**config.mk**
```make
export PLATFORM = sky130hd
export DESIGN_NAME = dmx512_frame_transmitter_unit
export DESIGN_NICKNAME = d
export VERILOG_FILES = /design/src/rtl/dmxtx_pkg.sv /design/src/rtl/dmx512_frame_transmitter_unit.sv /design/src/rtl/dmxtx_ram.sv
export SDC_FILE = /design/constraint.sdc
export NUM_CORES = 2
export LEC_CHECK = 0
export ABC_CLOCK_PERIOD_IN_PS = 15600
export BUFFER_PORTS_ARGS = -buffer_cell sky130_fd_sc_hd__buf_2
export CORE_MARGIN = 2
export CORE_UTILIZATION = 48
export CTS_BUF_LIST = sky130_fd_sc_hd__clkbuf_2
export CTS_CLUSTER_SIZE = 25
export DETAILED_ROUTE_END_ITERATION = 6
export HOLD_SLACK_MARGIN = 0.08
export PLACE_DENSITY = 0.63
export SYNTH_ARGS = -nofsm -noshare
export SYNTH_HDL_FRONTEND = slang
export SYNTH_SLANG_ARGS = --single-unit
```
**constraint.sdc**
```tcl
create_clock -name clk -period 15.6 [get_ports clk]
set_input_delay 1.56 -clock clk [delete_from_list [all_inputs] [get_ports clk]]
set_output_delay 1.56 -clock clk [all_outputs]
set_load 0.01 [all_outputs]
```
**src/rtl/dmxtx_pkg.sv**
```systemverilog
// Shared types and constants of the DMX512 frame transmitter.
// Depends on nothing; imported by the top level and its checker.
`timescale 1ns / 1ps
`default_nettype none

package dmxtx_pkg;

  // Field widths
  localparam int LEN_W   = 10;
  localparam int PHASE_W = 5;
  localparam int BYTE_W  = 8;

  // Frame timing in bit periods
  localparam int BREAK_TICKS  = 22;
  localparam int MARK_TICKS   = 2;
  localparam int SLOT_TICKS   = 11;
  localparam int DATA_BITS    = 8;
  localparam int RESET_LENGTH = 16;

  localparam int CHANNELS_DEFAULT = 512;

  // Request codes
  typedef enum logic [1:0] {
    REQ_WRITE = 2'd0,
    REQ_TICK  = 2'd1,
    REQ_START = 2'd2,
    REQ_STOP  = 2'd3
  } req_type_t;

  // Configuration register indexes
  typedef enum logic [0:0] {
    CFG_MAX_CHANNEL = 1'b0,
    CFG_SINGLE_SHOT = 1'b1
  } cfg_reg_t;

endpackage

`default_nettype wire

```
**src/rtl/dmx512_frame_transmitter_unit.sv**
```systemverilog
// DMX512 frame transmitter top level: request decode, frame sequencer, result register.
// Depends on dmxtx_pkg and dmxtx_ram.
`timescale 1ns / 1ps
`default_nettype none

// Takes one request per clock unless stalled and returns its result in the next cycle
// through a single output register; a new request is taken while the previous result
// waits, as long as that result is taken in the same cycle. Each tick request is one
// DMX bit period and yields the line level: a 22-period low break, a 2-period mark,
// then 11-period slots (start bit, 8 data bits LSB first, 2 stop bits), start code
// first, then channels 1 to the frame length. The channel bytes live in a
// CHANNELS-deep RAM; after reset a clearing pass zeroes it, one entry per cycle, so
// in_ready stays low until the pass ends (configuration writes are still taken).
module dmx512_frame_transmitter_unit
  import dmxtx_pkg::*;
#(
  parameter int CHANNELS = CHANNELS_DEFAULT
) (
  input  wire logic             clk,
  input  wire logic             rst,
  // Configuration
  input  wire logic             cfg_we,
  input  wire logic [0:0]       cfg_index,
  input  wire logic [LEN_W-1:0] cfg_data,
  // Request channel
  input  wire logic             in_valid,
  output logic                  in_ready,
  input  wire logic [1:0]       req_type,
  input  wire logic [LEN_W-1:0] channel_index,
  input  wire logic [7:0]       write_value,
  // Result channel
  output logic                  out_valid,
  input  wire logic             out_ready,
  output logic                  line_level,
  output logic                  running,
  output logic                  frame_end
);

  localparam int AW = (CHANNELS > 1) ? $clog2(CHANNELS) : 1;
  localparam logic [LEN_W-1:0] MAX_LEN = LEN_W'(CHANNELS);
  localparam logic [LEN_W-1:0] RESET_LEN =
    (RESET_LENGTH > CHANNELS) ? LEN_W'(CHANNELS) : LEN_W'(RESET_LENGTH);

  // Sequencer state
  logic [LEN_W-1:0]   frame_length, frame_length_next;
  logic [LEN_W-1:0]   slot_position, slot_position_next;
  logic [PHASE_W-1:0] tick_in_phase, tick_in_phase_next;
  logic               in_break_phase, in_break_phase_next;
  logic               transmitting, transmitting_next;
  logic               start_slot, start_slot_next;
  logic               single_shot;

  // Clearing pass
  logic               clearing;
  logic [AW-1:0]      clr_addr;

  // Store access
  logic               ram_we, ram_re;
  logic [AW-1:0]      ram_waddr, ram_raddr;
  logic [BYTE_W-1:0]  ram_wdata, ram_rdata;
  logic [LEN_W-1:0]   ch_minus1, pos_minus1;
  logic [BYTE_W-1:0]  slot_byte;
  logic [2:0]         bit_idx;

  logic               accept, ch_ok, wr_req;
  logic               level_d, running_d, fend_d;

  assign accept   = in_valid && in_ready;
  assign in_ready = !clearing && (!out_valid || out_ready);

  assign ch_ok  = (channel_index != '0) && (channel_index <= MAX_LEN);
  assign wr_req = accept && (req_type == REQ_WRITE) && ch_ok;

  assign ch_minus1  = channel_index - LEN_W'(1);
  assign pos_minus1 = slot_position - LEN_W'(1);

  // The start code slot carries zero; other slots come from the store
  assign slot_byte = start_slot ? '0 : ram_rdata;
  assign bit_idx   = 3'(tick_in_phase - PHASE_W'(1));

  // Decode one request: next state and the result it yields
  always_comb begin
    frame_length_next   = frame_length;
    slot_position_next  = slot_position;
    tick_in_phase_next  = tick_in_phase;
    in_break_phase_next = in_break_phase;
    transmitting_next   = transmitting;
    start_slot_next     = start_slot;
    ram_re              = 1'b0;
    level_d             = 1'b1;
    fend_d              = 1'b0;
    running_d           = transmitting;
    if (accept) begin
      case (req_type)
        REQ_TICK: begin
          if (transmitting) begin
            if (in_break_phase) begin
              level_d = (tick_in_phase < PHASE_W'(BREAK_TICKS)) ? 1'b0 : 1'b1;
              if (tick_in_phase >= PHASE_W'(BREAK_TICKS + MARK_TICKS - 1)) begin
                in_break_phase_next = 1'b0;
                tick_in_phase_next  = '0;
              end else begin
                tick_in_phase_next = tick_in_phase + PHASE_W'(1);
              end
            end else begin
              if (tick_in_phase == '0) begin
                // Start bit: fetch the slot byte for the data bits that follow
                ram_re          = 1'b1;
                start_slot_next = (slot_position == '0);
                level_d         = 1'b0;
              end else if (tick_in_phase <= PHASE_W'(DATA_BITS)) begin
                level_d = slot_byte[bit_idx];
              end else begin
                level_d = 1'b1;
              end
              if (tick_in_phase >= PHASE_W'(SLOT_TICKS - 1)) begin
                tick_in_phase_next = '0;
                if (slot_position >= frame_length) begin
                  fend_d              = 1'b1;
                  slot_position_next  = '0;
                  in_break_phase_next = 1'b1;
                  if (single_shot) begin
                    transmitting_next = 1'b0;
                  end
                end else begin
                  slot_position_next = slot_position + LEN_W'(1);
                end
              end else begin
                tick_in_phase_next = tick_in_phase + PHASE_W'(1);
              end
            end
          end
        end
        REQ_WRITE: begin
          if (ch_ok && (channel_index > frame_length)) begin
            frame_length_next = channel_index;
          end
        end
        REQ_START: begin
          transmitting_next   = 1'b1;
          slot_position_next  = '0;
          tick_in_phase_next  = '0;
          in_break_phase_next = 1'b1;
          running_d           = 1'b1;
        end
        REQ_STOP: begin
          transmitting_next = 1'b0;
          running_d         = 1'b0;
        end
        default: begin
          transmitting_next = transmitting;
        end
      endcase
    end
    // Configuration load wins; the user ensures it arrives only while idle, unchecked
    if (cfg_we && (cfg_index == CFG_MAX_CHANNEL)) begin
      frame_length_next = (cfg_data > MAX_LEN) ? MAX_LEN : cfg_data;
    end
  end

  // Store port selection: clearing pass, then request writes
  always_comb begin
    ram_we    = clearing || wr_req;
    ram_waddr = clearing ? clr_addr : ch_minus1[AW-1:0];
    ram_wdata = clearing ? '0 : write_value;
    ram_raddr = pos_minus1[AW-1:0];
  end

  dmxtx_ram #(
    .WIDTH (BYTE_W),
    .DEPTH (CHANNELS)
  ) u_store (
    .clk   (clk),
    .we    (ram_we),
    .waddr (ram_waddr),
    .wdata (ram_wdata),
    .re    (ram_re),
    .raddr (ram_raddr),
    .rdata (ram_rdata)
  );

  // Sequencer and configuration registers
  always_ff @(posedge clk) begin
    if (rst) begin
      frame_length   <= RESET_LEN;
      slot_position  <= '0;
      tick_in_phase  <= '0;
      in_break_phase <= 1'b1;
      transmitting   <= 1'b0;
      start_slot     <= 1'b1;
      single_shot    <= 1'b0;
    end else begin
      frame_length   <= frame_length_next;
      slot_position  <= slot_position_next;
      tick_in_phase  <= tick_in_phase_next;
      in_break_phase <= in_break_phase_next;
      transmitting   <= transmitting_next;
      start_slot     <= start_slot_next;
      if (cfg_we && (cfg_index == CFG_SINGLE_SHOT)) begin
        single_shot <= cfg_data[0];
      end
    end
  end

  // Sweep the store to zero after reset
  always_ff @(posedge clk) begin
    if (rst) begin
      clearing <= 1'b1;
      clr_addr <= '0;
    end else if (clearing) begin
      if (clr_addr == AW'(CHANNELS - 1)) begin
        clearing <= 1'b0;
      end
      clr_addr <= clr_addr + AW'(1);
    end
  end

  // Result register: load on accept, drop when taken
  always_ff @(posedge clk) begin
    if (rst) begin
      out_valid <= 1'b0;
    end else if (accept) begin
      out_valid <= 1'b1;
    end else if (out_ready) begin
      out_valid <= 1'b0;
    end
  end

  always_ff @(posedge clk) begin
    if (accept) begin
      line_level <= level_d;
      running    <= running_d;
      frame_end  <= fend_d;
    end
  end

endmodule

`default_nettype wire

```
**src/rtl/dmxtx_ram.sv**
```systemverilog
// Generic single-port-write, single-port-read RAM with registered read data.
// Depends on nothing.
`timescale 1ns / 1ps
`default_nettype none

module dmxtx_ram #(
  parameter int WIDTH = 8,
  parameter int DEPTH = 512,
  localparam int AW   = (DEPTH > 1) ? $clog2(DEPTH) : 1
) (
  input  wire logic             clk,
  input  wire logic             we,
  input  wire logic [AW-1:0]    waddr,
  input  wire logic [WIDTH-1:0] wdata,
  input  wire logic             re,
  input  wire logic [AW-1:0]    raddr,
  output logic      [WIDTH-1:0] rdata
);

  logic [WIDTH-1:0] mem [DEPTH];

  // Write port
  always_ff @(posedge clk) begin
    if (we) begin
      mem[waddr] <= wdata;
    end
  end

  // Registered read, held when not enabled
  always_ff @(posedge clk) begin
    if (re) begin
      rdata <= mem[raddr];
    end
  end

endmodule

`default_nettype wire

```
## Word-level counts from Yosys, hierarchy flattened

Memories as Yosys holds them, arrays and structs flattened. A register that Yosys moved wholly into a read port is not among the register bits.
Index checks and enable logic that the tools add are counted.

- Output and inout bits: 5
- RAM bits: 4096
- Input bits: 36
- Memories kept: 1
- Flip-flop bits (word level): 43

- Magnitude comparators: 9
- Reductions and logical operators: 29
- Bitwise operators: 4
- Add/sub/neg operators: 6
- Mux-type cells: 48
- Eq/ne operators: 7

Memories:

| name | words | bits a word | rd ports | clocked after Yosys merged registers in | write ports | RTL line | source |
|---|---|---|---|---|---|---|---|
| u_store.mem | 512 | 8 | 1 | 1 | 1 | dmxtx_ram.sv:20 | `logic [WIDTH-1:0] mem [DEPTH];` |

Operator list:

| operator | number |
|---|---|
| two-way mux 10 bit | 9 |
| two-way mux 1 bit | 26 |
| two-way mux 5 bit | 4 |
| one-hot mux 10 bit (2 select lines) | 1 |
| subtractor 9 x 1 -> 9 bit (second input constant) | 2 |
| two-way mux 8 bit | 2 |
| adder 10 x 1 -> 10 bit (second input constant) | 1 |
| >= comparator 10 bit | 1 |
| greater-than comparator 10 bit | 1 |
| greater-than comparator 10 bit (second input constant) | 1 |
| less-or-equal comparator 10 bit (second input constant) | 1 |
| logical NOT 10 bit | 1 |
| one-hot mux 5 bit (2 select lines) | 1 |
| AND reduction 5 bit | 2 |
| nonzero test 10 bit | 1 |
| nonzero test 2 bit | 5 |
| adder 9 x 1 -> 9 bit (second input constant) | 1 |
| == test 9 bit (second input constant) | 1 |
| two-way mux 9 bit | 1 |
| logical AND 1 bit | 8 |
| inequality test 2 bit (second input constant) | 3 |
| AND reduction 3 bit | 2 |
| adder 5 x 1 -> 5 bit (second input constant) | 1 |
| >= comparator 5 x 4 -> 1 bit (second input constant) | 1 |
| other kinds (18) | 26 |

## Longest topological paths before layout

- Word-level depth: 9
- Gate-level depth with buffers: 20
- Mapped depth without buffers: 10

## Cells and area by module

From an unflattened synthesis, not the netlist that was laid out.

- Cells, all modules: 8406
- Area, all modules: 163127.7 um^2

Modules (own cells, without submodules):

| module | sequential area each (um^2) | cells an instance | times used | area an instance (um^2) |
|---|---|---|---|---|
| dmxtx_ram | 123238.2 | 8030 | 1 | 160007.2 |
| dmx512_frame_transmitter_unit | 890.9 | 376 | 1 | 3120.5 |

## Least setup slack after synthesis

Ideal clock, no wire load.

- Path type: input-to-reg
- Start point: input write_value[0]
- End point: memory u_store.mem[0][0], data pin
- Data arrival time: 13.769 ns
- Path buffers: 0
- Path slack: -0.858 ns
- Required time: 12.911 ns
- Cell stages on the path: 1
- Cell sequence: nor2b_1

- Cells in the longest elaborated chain, start to end: 1

RTL lines:

| element | RTL line | source |
|---|---|---|
| start: declaration | dmx512_frame_transmitter_unit.sv:30 | `input wire logic [7:0] write_value,` |
| two-way mux 8 bit | dmx512_frame_transmitter_unit.sv:165 | `ram_wdata = clearing ? '0 : write_value;` |
| end: declaration | dmxtx_ram.sv:20 |  |

Every way passes these cells.

## Worst setup path in the final report

- Start point: register slot_position[0]
- End point: register u_store.rdata[6], read port of u_store.mem, data pin

- Cells in the longest elaborated chain, start to end: 1

RTL lines:

| element | RTL line | source |
|---|---|---|
| start: declaration | dmx512_frame_transmitter_unit.sv:46 | `logic [LEN_W-1:0] slot_position, slot_position_next;` |
| start signal: assignment | dmx512_frame_transmitter_unit.sv:194 | `slot_position <= slot_position_next;` |
| subtractor 9 x 1 -> 9 bit | dmx512_frame_transmitter_unit.sv:75 | `assign pos_minus1 = slot_position - LEN_W'(1);` |
| end: declaration | dmxtx_ram.sv:17 | `output logic [WIDTH-1:0] rdata` |

Every way passes these cells.
A chain may end at the register's enable or synchronous reset.

==> reports/metrics.cfg <==
[worst_setup_path]
critPathKind=flop to flop
start_kind=flop
crit_arrival_ns=9.44
crit_fanout=56
startpoint=slot_position[0]$_SDFFE_PP0P_
crit_required_ns=17.45
critPathCaptureType=flop
rr_startpoint=slot_position[0]$_SDFFE_PP0P_

[detailed_routing]
drt-total-wl_mm=410
num_vias=80845
vias_per_cell=6.07
post-route-drc-count=0
dr.pass1.iters=5
initialDrtViolationCount=9449
final_antenna_net_count=0
wl_per_cell_um=30.8

[synth]
yosysUniqueCellTypes=69
syn_nets=7379
synth_seq_cells=4147
synthFlopType=edfxtp_1
async_flop_share=0
synthCells=7314
synth.avg_cell_area_um2=22.1
synthesis.area_um2=162000
yosysWarnings=0
synth_top_area_cell=edfxtp_1
synth_top_area_share=0.763
yosys-top-cells-area=edfxtp_1 76%, mux4_2 17%, nor2_1 1.3%
synth_edf_count=4107
synth_seq_area_share=0.768

[final_layout]
seq_area_um2=124000
fin_util=0.525
final_nets=8286
multiInputGateArea_um2=35600
drive_gt1_frac=0.345
final_common_cell=edfxtp_1
most-common-layout-cells=4107 x edfxtp_1, 1550 x clkbuf_2, 1218 x mux4_2
fill_cells=26416
area_delta_synth_final_pct=9.05

[die]
die_area_um2=341000
pin_count=41
die_w_um=584
start_util=0.481
core_um2=336000
num_rows=213
chipHeight_um=584

[sta]
max-slew-margin-rel=0.109
fmax_ghz=0.132
final.period_utilization=0.487
setup_tns_ns=0
final-setup-viol-count=0
tightest_slew_ns=1.33
maxSlewViolCount=0
rsz0062_at_grt=no
skew_ns=0.197
period_minus_slack_ns=7.59
fin_ws_ns=8.01
hold_violations=0

[pwr]
p_per_area_nw_per_um2=109
swShare=0.225
power.switching_w=0.00433
power_w=0.0192
ir_worst_vdd_mv=0.0758
leakage_nw=55.6
seqPwrFrac=0.627
power_frac_clock=0.367
p_int_w=0.0149
pwr-share-comb=0.006

[placement]
dp_hpwl_mm=232
portBuffers=40
dp_slack_ns=7.91
globalplace.congestion=0.850

[min_path]
hp-start=channel_index[8]
hold_class=input port to flop

[run]
max-cap-violations=0

[clocking]
cts_buffer_depth=5
clock_latency_ns=2.18
postCtsSetupBuffers=0
cts_tree=done
hold_buffers=66
htree_levels=7
post_cts_resized=0
cts_buffers=1100
clkTransAtPathRegs_ns=0.10
cts.sinks=4147
clock-root-buffer=clkbuf_2

[grt]
antenna_found_initial=19
grt_first_pass_wirelength_mm=588
gr-total-overflow=0
grt_use_total=0.243
grt_pass1_vias=82905
grt_max_degree=188

[run_status]
outcome=finished, final reports clean

==> critical path, stage by stage (launching register included) <==
cell and delay [ns]:
dfxtp_4 0.80, inv_1 0.24, ha_4 0.88, buf_4 0.82, buf_4 0.78, buf_4 0.78, mux4_2 0.44, mux4_2 0.53
a22oi_1 0.43, nand2_1 0.19, o31ai_1 0.95, nand4_1 0.24
==> layer usage <==
| metal | GRT usage | vias up | share of wire | wire, um |
|---|---|---|---|---|
| met3 | 0.0488 | 697 | 0.078 | 31800 |
| met5 | 0 | - | 0.000017 | 7 |
| met4 | 0.108 | 2 | 0.034 | 13800 |
| met1 | 0.334 | 42986 | 0.40 | 164000 |
| li1 | - | 33055 | - | - |
| met2 | 0.381 | 4105 | 0.49 | 201000 |
==> state kept, by name, summed over array words and instances (netlist names), 5 cells and up <==
register       flops
tick_in_phase      5
u_store.mem     4096
frame_length      10
u_store.rdata      8
slot_position     10
clr_addr           9
==> area by class of cell <==
class | instances | share of cell area
sequential | 4147 | 0.704
multi-input combinational | 2703 | 0.202
clock buffer | 1550 | 0.0440
tap | 4407 | 0.0313
timing repair buffer | 237 | 0.0116
clock inverter | 175 | 0.00571
antenna | 58 | 0.000823
inverter | 32 | 0.000681
==> cells in the mapped netlist, drive strengths merged, types with 10 or more instances <==
| cell type | number |
|---|---|
| a22oi | 17 |
| nand4 | 34 |
| xnor2 | 22 |
| mux4 | 1218 |
| o31ai | 11 |
| dfxtp | 40 |
| nor3 | 21 |
| a32oi | 17 |
| xor2 | 10 |
| buf | 242 |
| o21ai | 26 |
| nor2 | 581 |
| edfxtp | 4107 |
| nand3 | 82 |
| nor2b | 13 |
| a22o | 15 |
| a21oi | 30 |
| inv | 32 |
| a221oi | 24 |
| mux2i | 66 |
| nand2 | 341 |
| ha | 29 |
| a31oi | 18 |
| clkbuf | 190 |
| and3 | 31 |
==> path summary, 6_finish.rpt <==
check / slack, ns / depth (start not counted) / endpoint
min reg2reg: 0.53 / 2 / clr_addr[7]$_SDFFE_PP0P_
max: 8.01 / 11 / u_store.rdata[6]$_DFFE_PP_
min: 0.41 / 4 / frame_length[8]$_SDFFE_PP0P_
max reg2reg: 8.01 / 11 / u_store.rdata[6]$_DFFE_PP_
==> through the flow <==
| step | hold WS, ns | std cells | area, um2 |
|---|---|---|---|
| floorplan | 0.437 | 7314 | 162000 |
| global placement | 0.475 | 11460 | 167000 |
| detailed placement | 0.491 | 11460 | 167000 |
| CTS | 0.0824 | 13251 | 176000 |
| global route | 0.280 | 13293 | 176000 |
| finish | 0.410 | 13309 | 176000 |
==> cell families after synthesis <==
family                   count (synthesis)  share of synthesized area
flip-flops                            4147                      0.768
multiplexers                          1284                      0.174
AND/OR/NAND/NOR                       1135                     0.0294
buffers and inverters                  464                     0.0142
AO/OA/AOI/OAI                          223                     0.0106
XOR/XNOR                                32                    0.00183
adder cells (fa/ha/maj)                 29                    0.00224
==> power groups by stage <==
stage | logic [W] | clock network [W] | registers [W]
final | 0.000121 | 0.00705 | 0.0120
after detailed placement | 0.000107 | 0 | 0.0123
after global routing | 0.000123 | 0.00774 | 0.0121
after global placement | 0.000108 | 0 | 0.0123
after CTS | 0.000120 | 0.00720 | 0.0120
after floorplan | 0.0000357 | 0 | 0.0123
Power figures use the tool's default switching activity.
